### src/sv/lpfp_pkg.sv
// shared types and constants for the length-prefixed frame parser
package lpfp_pkg;

    // parse phases
    typedef enum logic [2:0] {
        PH_HEADER  = 3'd0,
        PH_MODE    = 3'd1,
        PH_LENGTH  = 3'd2,
        PH_PAYLOAD = 3'd3,
        PH_END     = 3'd4
    } phase_t;

    // result kinds
    localparam logic [1:0] KIND_DATA = 2'd0;
    localparam logic [1:0] KIND_GOOD = 2'd1;
    localparam logic [1:0] KIND_BAD  = 2'd2;

    // framing bytes
    localparam logic [7:0] BYTE_HEADER = 8'hFF;
    localparam logic [7:0] BYTE_END    = 8'hFE;
    localparam logic [7:0] MODE_LOW    = 8'hF9;

    // one result item
    typedef struct packed {
        logic [1:0] kind;
        logic [7:0] data;
        logic [7:0] index;
        logic [7:0] mode;
        logic [7:0] length;
    } result_t;

endpackage

### src/sv/length_prefixed_frame_parser_core.sv
// top level of the length-prefixed frame parser
// a byte waits in the input register; its result then goes to the result register
// throughput: one byte per cycle while the result side keeps up
// the rate is set by the phase update between input and result registers
// reset: rst_n clears both registers' valid flags and returns parsing to header hunting
// held mode, length and payload count reset to zero
module length_prefixed_frame_parser_core (
    input  logic       clk,
    input  logic       rst_n,
    input  logic       in_valid,
    output logic       in_stall,
    input  logic [7:0] rx_byte,
    output logic       out_valid,
    input  logic       out_stall,
    output logic [1:0] result_kind,
    output logic [7:0] data_byte,
    output logic [7:0] byte_index,
    output logic [7:0] frame_mode,
    output logic [7:0] frame_length
);
    import lpfp_pkg::*;

    logic       held_valid;
    logic [7:0] held_byte;
    logic       out_ready;
    logic       has_result;
    logic       step;
    result_t    result;
    result_t    out_res;

    // stage one: accepted byte waits here for the parser
    lpfp_in_reg u_in_reg (
        .clk        (clk),
        .rst_n      (rst_n),
        .in_valid   (in_valid),
        .in_stall   (in_stall),
        .rx_byte    (rx_byte),
        .held_valid (held_valid),
        .held_byte  (held_byte),
        .take       (step)
    );

    // a byte with no result never waits on the result side; one with a
    // result advances only when the result register can take it
    assign step = held_valid && (!has_result || out_ready);

    // parse state, one byte per step
    lpfp_parser u_parser (
        .clk        (clk),
        .rst_n      (rst_n),
        .step       (step),
        .rx_byte    (held_byte),
        .has_result (has_result),
        .result     (result)
    );

    // stage two: result item held until the downstream side takes it
    lpfp_out_reg u_out_reg (
        .clk       (clk),
        .rst_n     (rst_n),
        .load      (step && has_result),
        .result    (result),
        .ready     (out_ready),
        .out_valid (out_valid),
        .out_stall (out_stall),
        .held      (out_res)
    );

    assign result_kind  = out_res.kind;
    assign data_byte    = out_res.data;
    assign byte_index   = out_res.index;
    assign frame_mode   = out_res.mode;
    assign frame_length = out_res.length;

    // only the three defined kinds ever leave the block
    a_kind_legal: assert property (@(posedge clk) disable iff (!rst_n)
        out_valid |-> (result_kind == KIND_DATA || result_kind == KIND_GOOD
                       || result_kind == KIND_BAD))
        else $error("undefined result kind");

    // frame end reports carry zero data and index
    a_end_fields: assert property (@(posedge clk) disable iff (!rst_n)
        out_valid && result_kind != KIND_DATA |-> data_byte == 8'd0 && byte_index == 8'd0)
        else $error("frame end report with nonzero data or index");

    // the input side stalls only when a byte is already waiting
    a_stall_cause: assert property (@(posedge clk) disable iff (!rst_n)
        in_stall |-> held_valid && !step)
        else $error("input stalled with no byte waiting");

endmodule

### src/sv/lpfp_in_reg.sv
// input register holding one received byte
module lpfp_in_reg (
    input  logic       clk,
    input  logic       rst_n,
    input  logic       in_valid,
    output logic       in_stall,
    input  logic [7:0] rx_byte,
    output logic       held_valid,
    output logic [7:0] held_byte,
    input  logic       take
);
    import lpfp_pkg::*;

    logic       valid_reg;
    logic       valid_next;
    logic [7:0] byte_reg;

    // full and not drained this cycle
    assign in_stall   = valid_reg && !take;
    assign valid_next = (in_valid && !in_stall) || (valid_reg && !take);

    always_ff @(posedge clk or negedge rst_n)
    begin
        if (!rst_n)
        begin
            valid_reg <= 1'b0;
        end
        else
        begin
            valid_reg <= valid_next;
        end
    end

    always_ff @(posedge clk)
    begin
        if (in_valid && !in_stall)
        begin
            byte_reg <= rx_byte;
        end
    end

    assign held_valid = valid_reg;
    assign held_byte  = byte_reg;

endmodule

### src/sv/lpfp_parser.sv
// frame parse state and per-byte next-state logic
module lpfp_parser (
    input  logic             clk,
    input  logic             rst_n,
    input  logic             step,
    input  logic [7:0]       rx_byte,
    output logic             has_result,
    output lpfp_pkg::result_t result
);
    import lpfp_pkg::*;

    phase_t     phase_reg;
    phase_t     phase_next;
    logic [7:0] mode_reg;
    logic [7:0] mode_next;
    logic [7:0] length_reg;
    logic [7:0] length_next;
    logic [7:0] count_reg;
    logic [7:0] count_next;
    logic [7:0] count_inc;

    assign count_inc = count_reg + 8'd1;

    always_comb
    begin
        phase_next  = phase_reg;
        mode_next   = mode_reg;
        length_next = length_reg;
        count_next  = count_reg;
        has_result  = 1'b0;
        result      = '{kind: KIND_DATA, data: 8'd0, index: 8'd0,
                        mode: mode_reg, length: length_reg};
        case (phase_reg)
            PH_MODE:
            begin
                if (rx_byte >= MODE_LOW)
                begin
                    mode_next  = rx_byte;
                    phase_next = PH_LENGTH;
                end
            end
            PH_LENGTH:
            begin
                length_next = rx_byte;
                count_next  = 8'd0;
                phase_next  = PH_PAYLOAD;
            end
            PH_PAYLOAD:
            begin
                has_result   = 1'b1;
                result.data  = rx_byte;
                result.index = count_reg;
                count_next   = count_inc;
                // a length of zero wraps to 256 bytes
                if (count_inc == length_reg)
                begin
                    phase_next = PH_END;
                end
            end
            PH_END:
            begin
                has_result  = 1'b1;
                result.kind = (rx_byte == BYTE_END) ? KIND_GOOD : KIND_BAD;
                phase_next  = PH_HEADER;
            end
            default:
            begin
                phase_next = (rx_byte == BYTE_HEADER) ? PH_MODE : PH_HEADER;
            end
        endcase
    end

    always_ff @(posedge clk or negedge rst_n)
    begin
        if (!rst_n)
        begin
            phase_reg  <= PH_HEADER;
            mode_reg   <= 8'd0;
            length_reg <= 8'd0;
            count_reg  <= 8'd0;
        end
        else if (step)
        begin
            phase_reg  <= phase_next;
            mode_reg   <= mode_next;
            length_reg <= length_next;
            count_reg  <= count_next;
        end
    end

    // last payload byte leads to the end check
    a_last_payload: assert property (@(posedge clk) disable iff (!rst_n)
        step && phase_reg == PH_PAYLOAD && count_inc == length_reg
        |=> phase_reg == PH_END)
        else $error("last payload byte did not move to end phase");

    // end phase always returns to header hunting
    a_end_to_header: assert property (@(posedge clk) disable iff (!rst_n)
        step && phase_reg == PH_END |=> phase_reg == PH_HEADER)
        else $error("end phase did not return to header");

    // payload index stays below the frame length unless length wraps
    a_index_range: assert property (@(posedge clk) disable iff (!rst_n)
        phase_reg == PH_PAYLOAD && length_reg != 8'd0 |-> count_reg < length_reg)
        else $error("payload index beyond frame length");

endmodule

### src/sv/lpfp_out_reg.sv
// result register toward the downstream side
module lpfp_out_reg (
    input  logic              clk,
    input  logic              rst_n,
    input  logic              load,
    input  lpfp_pkg::result_t result,
    output logic              ready,
    output logic              out_valid,
    input  logic              out_stall,
    output lpfp_pkg::result_t held
);
    import lpfp_pkg::*;

    logic    valid_reg;
    logic    valid_next;
    result_t res_reg;

    // empty, or being taken this cycle
    assign ready      = !valid_reg || !out_stall;
    assign valid_next = load || (valid_reg && out_stall);

    always_ff @(posedge clk or negedge rst_n)
    begin
        if (!rst_n)
        begin
            valid_reg <= 1'b0;
        end
        else
        begin
            valid_reg <= valid_next;
        end
    end

    always_ff @(posedge clk)
    begin
        if (load)
        begin
            res_reg <= result;
        end
    end

    assign out_valid = valid_reg;
    assign held      = res_reg;

endmodule
### config.mk
export PLATFORM = sky130hd
export DESIGN_NAME = length_prefixed_frame_parser_core
export DESIGN_NICKNAME = d
export VERILOG_FILES = /design/src/sv/lpfp_pkg.sv /design/src/sv/length_prefixed_frame_parser_core.sv /design/src/sv/lpfp_in_reg.sv /design/src/sv/lpfp_parser.sv /design/src/sv/lpfp_out_reg.sv
export SDC_FILE = /design/constraint.sdc
export NUM_CORES = 1
export LEC_CHECK = 0
export BUFFER_PORTS_ARGS = -buffer_cell sky130_fd_sc_hd__buf_2
export CAP_MARGIN = 20
export CORE_AREA = 2 2 93 95
export DETAILED_ROUTE_END_ITERATION = 10
export DIE_AREA = 0 0 95 97
export GPL_TIMING_DRIVEN = 1
export PLACE_DENSITY = 0.54
export SYNTH_ARGS = -nofsm -noshare
export SYNTH_HDL_FRONTEND = slang
export SYNTH_SLANG_ARGS = --single-unit
### constraint.sdc
create_clock -name clk -period 3.2 [get_ports clk]
set_input_delay 0.16 -clock clk [delete_from_list [all_inputs] [get_ports clk]]
set_output_delay 0.16 -clock clk [all_outputs]
set_load 0.02 [all_outputs]
==> reports/results.txt, run 1 <==
Kind of launch point of the worst setup path = register
Total number of yosys warnings = 0
Total of cells resized after clock tree synthesis = 0
Total vias in the final route = 1802
Worst Path Class, Setup = register to register
Fraction of the cycle the final worst path needs = 0.690
Commonest register cell after synthesis = sky130_fd_sc_hd__edfxtp_1
Via count of the first global-routing pass = 1780
Most common cell after layout, fill and taps aside = sky130_fd_sc_hd__buf_2
Area of the mapped netlist = 2900 sq um
Average size of a mapped cell = 14.1 sq um
Final hold viol count = 0
Max-Cap Viols = 0
Routed vias/inst = 4.79
Proportion of layout cells with a drive suffix above 1 = 0.303
Layout Utilization = 0.437
Placer's final routability congestion estimate = 0.810
Worst supply voltage drop on vdd = 303 uV
Sw power = 1.26 mW
Sequential fraction of the synthesis area = 0.685
Pins Over Slew Limit = 0
First-pass GRT wire length = 9.07 mm
RSZ-0062 raised after global routing = false
Clock period minus final worst setup slack = 2210 ps
CP max-delay cell = sky130_fd_sc_hd__nor2_1
Worst-path fanout max = 11
Pint = 2.20 mW
Count of hold-fix buffers inserted at cts = 10
Maximum number of pins on one net before global-route repair = 30
H-tree level count = 3
Number of antenna repair diodes = 0
HPWL after detailed placement = 3.71 mm
Syn nets = 219
Post-synth ARST share = 0.408
Num CTS Buffers = 9
Clk pwr share = 0.209
Commonest cells after routing, fill and taps aside = 47 x sky130_fd_sc_hd__buf_2, 42 x sky130_fd_sc_hd__edfxtp_1, 29 x sky130_fd_sc_hd__dfrtp_1, 16 x sky130_fd_sc_hd__and2_1
Post-synth EDFFs = 42
Die height = 97 microns
Distinct cell type count after synthesis = 43
TritonCTS clock tree = done
Die Span X = 95 microns
TNS Setup = 0 ps
Number of ports placed on the die boundary = 48
Worst-Margin Slew = 817 ps
Routed len/inst = 14.6 microns
Cell taking the most area after synthesis = sky130_fd_sc_hd__edfxtp_1
LEAKAGE = 1.47 nW
Data arrival at the endpoint of the critical path = 2440 ps
Top cell type's share of synthesized area = 0.435
Synthesis-stage register bit count = 71
Register share of total power = 0.452
CORE AREA = 8130 sq um
Largest register FFs = 34
Gate count of the mapped netlist = 206
Slowest cell delay on critical path = 700 ps
Cell family with most CP delay = simple AND/OR/NAND/NOR gates
Overall die area = 9220 sq um
Final nets = 279
Leading cell types by total area after synthesis = sky130_fd_sc_hd__edfxtp_1 44%, sky130_fd_sc_hd__dfrtp_1 25%, sky130_fd_sc_hd__and2_1 3.5%
Aggregate routed wire length = 5.51 mm
Number of buffers inserted to repair setup after CTS = 0
Signed area change from the synthesized netlist to the final layout = 22.5%
Kind of path behind the tightest hold check = input pin to register
Number of port buffers = 47
Worst-Skew Late Latency = 340 ps
Nature of the critical path endpoint = register
Count of standard-cell rows = 33
Number of antenna violations at the first check in global routing = 0
Total power divided by cell area = 973 nW/um^2
Initial Utilization = 0.356
CTS root buf = sky130_fd_sc_hd__clkbuf_8
Cell breakdown of the critical path = inv_1 -> o2111ai_1 -> nor2_1 -> mux2_2
Slew margin rel. = 0.455
Status = finished, final reports clean
Number of nets still failing antenna checks after routing = 0
Worst EP required = 3430 ps
Portion of total power attributed to combinational logic = 0.339
Sw Ratio = 0.365
Clock Skews = 8.86 ps
Crit path buffers/inverters = 1
Total gr overflow = 0
DRC viols = 0
DR iter-0 viols = 62
Power after layout = 3.46 mW
Largest buffer count on any clock path = 2
Sink count of the clock tree = 71
Number of setup violations in the final report = 0
Global routing usage summed across all routing layers = 0.129
Top achievable clock speed = 453 MHz
Register-to-register setup slack = 990 ps
CTS clock-pin slew for the worst setup and hold paths = 70 ps
Drt pass-1 iters = 4
==> kinds of logic (layout without fill, tap and decap cells) <==
group,Yosys count,after routing,share of synthesized area
AO/OA/AOI/OAI,30,30,0.0725
multiplexers,11,11,0.0466
AND/OR/NAND/NOR,69,69,0.140
XOR/XNOR,10,10,0.0302
adder cells (fa/ha/maj),1,1,0.00432
buffers and inverters,14,79,0.0211
flip-flops,71,71,0.685
==> synthesized netlist by cell type, types with 2 or more instances <==
cell / n
sky130_fd_sc_hd__nor3b_1: 2
sky130_fd_sc_hd__mux2_2: 8
sky130_fd_sc_hd__inv_1: 5
sky130_fd_sc_hd__and2_1: 16
sky130_fd_sc_hd__o2111ai_1: 3
sky130_fd_sc_hd__o41ai_1: 3
sky130_fd_sc_hd__a31oi_1: 3
sky130_fd_sc_hd__nor2_1: 11
sky130_fd_sc_hd__nor3_1: 2
sky130_fd_sc_hd__xnor2_1: 6
sky130_fd_sc_hd__nor4_1: 3
sky130_fd_sc_hd__mux2_4: 3
sky130_fd_sc_hd__nand3_1: 3
sky130_fd_sc_hd__and3_1: 3
sky130_fd_sc_hd__o21ai_0: 10
sky130_fd_sc_hd__clkbuf_1: 7
sky130_fd_sc_hd__dfrtp_1: 29
sky130_fd_sc_hd__nand2b_1: 7
sky130_fd_sc_hd__xor2_1: 4
sky130_fd_sc_hd__a22o_1: 2
sky130_fd_sc_hd__nand2_1: 10
sky130_fd_sc_hd__nand4_1: 2
sky130_fd_sc_hd__edfxtp_1: 42
sky130_fd_sc_hd__o31ai_1: 3
==> area by class of cell <==
class / count / area [sq um]
Clock inverter: 6 / 67.6
Timing Repair Buffer: 58 / 355
Sequential cell: 71 / 1990
Multi-Input combinational cell: 121 / 853
Tap cell: 105 / 131
Inverter: 5 / 18.8
Clock buffer: 10 / 138
Fill cell: 754 / 4580
==> worst paths after layout <==
kind | cells past startpoint | startpoint | endpoint
min in group asynchronous | 2 | rst_n | u_parser.mode_reg[6]
setup / recovery | 4 | u_parser.phase_reg[0] | u_parser.length_reg[6]
max in group asynchronous | 2 | rst_n | u_parser.count_reg[1]
hold reg to reg | 0 | u_parser.mode_reg[3] | u_out_reg.held[11]
setup reg to reg | 4 | u_parser.phase_reg[0] | u_parser.length_reg[6]
hold / removal | 3 | out_stall | u_out_reg.out_valid
==> tightest hold or removal path, cell delays in order <==
cell and delay, ps:
sky130_fd_sc_hd__buf_2 70, sky130_fd_sc_hd__nand2_1 100, sky130_fd_sc_hd__o21ai_0 100
==> power by group through the flow <==
stage                     logic, mW  clock network, mW  registers, mW
after floorplan               0.592                  0           1.78
after global placement         1.18                  0           1.57
after detailed placement       1.18                  0           1.58
after CTS                      1.19              0.751           1.56
after global routing           1.29              0.789           1.60
final                          1.17              0.724           1.56
==> per-layer routing <==
metal / track usage / vias up / wire, microns
met5: 0 / - / 0
met4: 0.0602 / 0 / 137
met3: 0.0374 / 15 / 243
met2: 0.190 / 48 / 2530
met1: 0.175 / 863 / 2600
li1: - / 876 / -
==> through the flow <==
step	hold WS, ps	area (sq um)	cells	setup WS [ps]
floorplan	-136	2900	206	420
global placement	240	3250	350	1050
detailed placement	251	3250	350	1010
CTS	111	3550	376	995
global route	153	3550	376	816
finish	129	3550	376	992
Power figures use the tool's default switching activity.
==> inputs of run 2 (changes only) <==
==> constraint.sdc (replaced) <==
create_clock -name clk -period 2.2 [get_ports clk]
set_input_delay 0.11 -clock clk [delete_from_list [all_inputs] [get_ports clk]]
set_output_delay 0.11 -clock clk [all_outputs]
set_load 0.02 [all_outputs]
==> run 2 against run 1 <==
- register-to-register slack got worse by 790 ps
- clock skew rose by 5.0 ps
- global-route usage rose by 0.36 points
- first-iteration DRC count rose by 6.5%
- hold slack got worse by 46 ps
- cell count rose by 1.9%
- critical endpoint is now u_parser.phase_reg[1]
==> reports/results.txt, run 2 (synthesis results as in run 1) <==
Data arrival at the endpoint of the critical path = 2190 ps (-250 ps)
Global routing usage summed across all routing layers = 0.133 (+0.00360)
Worst-path fanout max = 7 (-4)
Overall die area = 9220 sq um (unchanged)
Num CTS Buffers = 9 (unchanged)
Drt pass-1 iters = 4 (unchanged)
TritonCTS clock tree = done
Die Span X = 95 microns (unchanged)
Sw power = 1.88 mW (+49%)
Proportion of layout cells with a drive suffix above 1 = 0.320 (+0.0176)
Aggregate routed wire length = 5.76 mm (+4.6%)
Number of antenna repair diodes = 0 (unchanged)
Via count of the first global-routing pass = 1837 (+3.2%)
CORE AREA = 8130 sq um (unchanged)
Number of port buffers = 47 (unchanged)
HPWL after detailed placement = 3.97 mm (+6.9%)
Clk pwr share = 0.181 (-0.028)
Total vias in the final route = 1827 (+1.4%)
Worst EP required = 2390 ps (-1040 ps)
DRC viols = 0 (unchanged)
Number of setup violations in the final report = 0 (unchanged)
Number of antenna violations at the first check in global routing = 0 (unchanged)
Routed vias/inst = 4.77 (-0.47%)
Routed len/inst = 15.0 microns (+2.7%)
Commonest cells after routing, fill and taps aside = 47 x sky130_fd_sc_hd__buf_2, 42 x sky130_fd_sc_hd__edfxtp_1, 29 x sky130_fd_sc_hd__dfrtp_1, 16 x sky130_fd_sc_hd__and2_1
Total power divided by cell area = 1390 nW/um^2 (+43%)
Status = finished, final reports clean
Die height = 97 microns (unchanged)
Kind of path behind the tightest hold check = input pin to register
Worst-Skew Late Latency = 340 ps (about the same)
Final nets = 286 (+2.5%)
Clock Skews = 13.8 ps (+4.98 ps)
Portion of total power attributed to combinational logic = 0.367 (+0.028)
Maximum number of pins on one net before global-route repair = 30 (unchanged)
Worst Path Class, Setup = register to register
TNS Setup = 0 ps (unchanged)
Fraction of the cycle the final worst path needs = 0.908 (+0.218)
H-tree level count = 3 (unchanged)
Clock period minus final worst setup slack = 2000 ps (-210 ps)
Number of nets still failing antenna checks after routing = 0 (unchanged)
LEAKAGE = 1.49 nW (+1.5%)
Count of standard-cell rows = 33 (unchanged)
Worst hold slack across all endpoints = 82.8 ps (-46.1 ps)
Pins Over Slew Limit = 0 (unchanged)
First-pass GRT wire length = 9.28 mm (+2.4%)
Sink count of the clock tree = 71 (unchanged)
CTS root buf = sky130_fd_sc_hd__clkbuf_8
Largest buffer count on any clock path = 2 (unchanged)
Kind of launch point of the worst setup path = register
Signed area change from the synthesized netlist to the final layout = 23.5%
Register share of total power = 0.452 (about the same)
Pint = 3.11 mW (+42%)
Worst supply voltage drop on vdd = 487 uV (+61%)
Most common cell after layout, fill and taps aside = sky130_fd_sc_hd__buf_2
Number of ports placed on the die boundary = 48 (unchanged)
CTS clock-pin slew for the worst setup and hold paths = 80 ps (about the same)
DR iter-0 viols = 66 (+6.5%)
Sw Ratio = 0.376 (+0.0118)
Top achievable clock speed = 501 MHz (+11%)
RSZ-0062 raised after global routing = false
Max-Cap Viols = 0 (unchanged)
Final hold viol count = 0 (unchanged)
Number of buffers inserted to repair setup after CTS = 0 (unchanged)
Placer's final routability congestion estimate = 0.772 (-4.7%)
Largest register FFs = 34 (unchanged)
Worst-Margin Slew = 741 ps (-76.0 ps)
Total gr overflow = 0 (unchanged)
Initial Utilization = 0.356 (unchanged)
Nature of the critical path endpoint = register
Slew margin rel. = 0.505 (+0.0502)
## run 2: changes by cell type in the layout (fill, tap and decap cells not counted)
cell,before,now
sky130_fd_sc_hd__buf_4,0,7
sky130_fd_sc_hd__bufinv_16,1,0
sky130_fd_sc_hd__clkbuf_8,10,9
sky130_fd_sc_hd__clkinv_1,0,1
sky130_fd_sc_hd__clkinv_2,1,2
sky130_fd_sc_hd__clkinv_4,1,2
sky130_fd_sc_hd__clkinvlp_4,2,1
sky130_fd_sc_hd__nor2_2,1,0
sky130_fd_sc_hd__nor2_4,1,2
sky130_fd_sc_hd__nor4_1,3,2
sky130_fd_sc_hd__nor4_2,0,1
## run 2: final cells by class
cell class                      count  area [sq um]
Fill cell                         768          4550
Timing Repair Buffer               65           408
Inverter                            5          18.8
Multi-Input combinational cell    121           865
Sequential cell                    71          1990
Tap cell                          105           131
Clock buffer                        9           124
Clock inverter                      7          47.5
## run 2: worst paths after layout
kind                                        from                    end  slack [ps]  cells past startpoint
setup / recovery           u_parser.count_reg[0]  u_parser.phase_reg[1]         200                      6
hold / removal                         out_stall    u_out_reg.out_valid          80                      3
setup reg to reg           u_parser.count_reg[0]  u_parser.phase_reg[1]         200                      6
hold reg to reg             u_parser.mode_reg[5]     u_out_reg.held[13]         440                      0
max in group asynchronous                  rst_n  u_parser.count_reg[6]        1390                      2
min in group asynchronous                  rst_n   u_parser.mode_reg[7]         350                      2
## run 2: timing repair
action,CTS,global route
gates resized for setup,0,1
hold buffers,10,0
endpoints found under the hold margin,38,0
setup endpoints to repair,0,1
## run 2: worst max-delay path, cell delays in order, from the launching register on
cell                        delay [ps]
sky130_fd_sc_hd__dfrtp_1           460
sky130_fd_sc_hd__ha_1              320
sky130_fd_sc_hd__and3_1            240
sky130_fd_sc_hd__a31oi_1           170
sky130_fd_sc_hd__o2111ai_1         180
sky130_fd_sc_hd__nor4_2            320
sky130_fd_sc_hd__o311ai_0          170
## run 2: metrics by stage
step            util  worst slack, ps  cells  power [mW]  instance area [sq um]
6_report       0.440              203    383        4.99                   3580
5_1_grt        0.440             5.01    383        5.32                   3580
4_1_cts        0.439              150    383        5.07                   3570
3_5_place_dp   0.406              135    357        4.14                   3300
3_3_place_gp   0.406              254    357        4.10                   3300
2_1_floorplan      -             95.5    206        3.45                   2910
## run 2: per-layer routing
metal | GRT usage | part of all wire | vias to the layer above
met5 | 0 | 0 | -
met4 | 0.0569 | 0.014 | 0
met3 | 0.0234 | 0.031 | 6
met2 | 0.203 | 0.48 | 41
met1 | 0.185 | 0.47 | 887
li1 | - | - | 893
## run 2: power by group through the flow
stage / Combinational, mW / Sequential [mW] / Clock (mW)
after floorplan: 0.879 / 2.57 / 0
after global placement: 1.82 / 2.28 / 0
after detailed placement: 1.85 / 2.29 / 0
after CTS: 1.87 / 2.27 / 0.932
after global routing: 2.00 / 2.32 / 0.996
final: 1.83 / 2.26 / 0.903
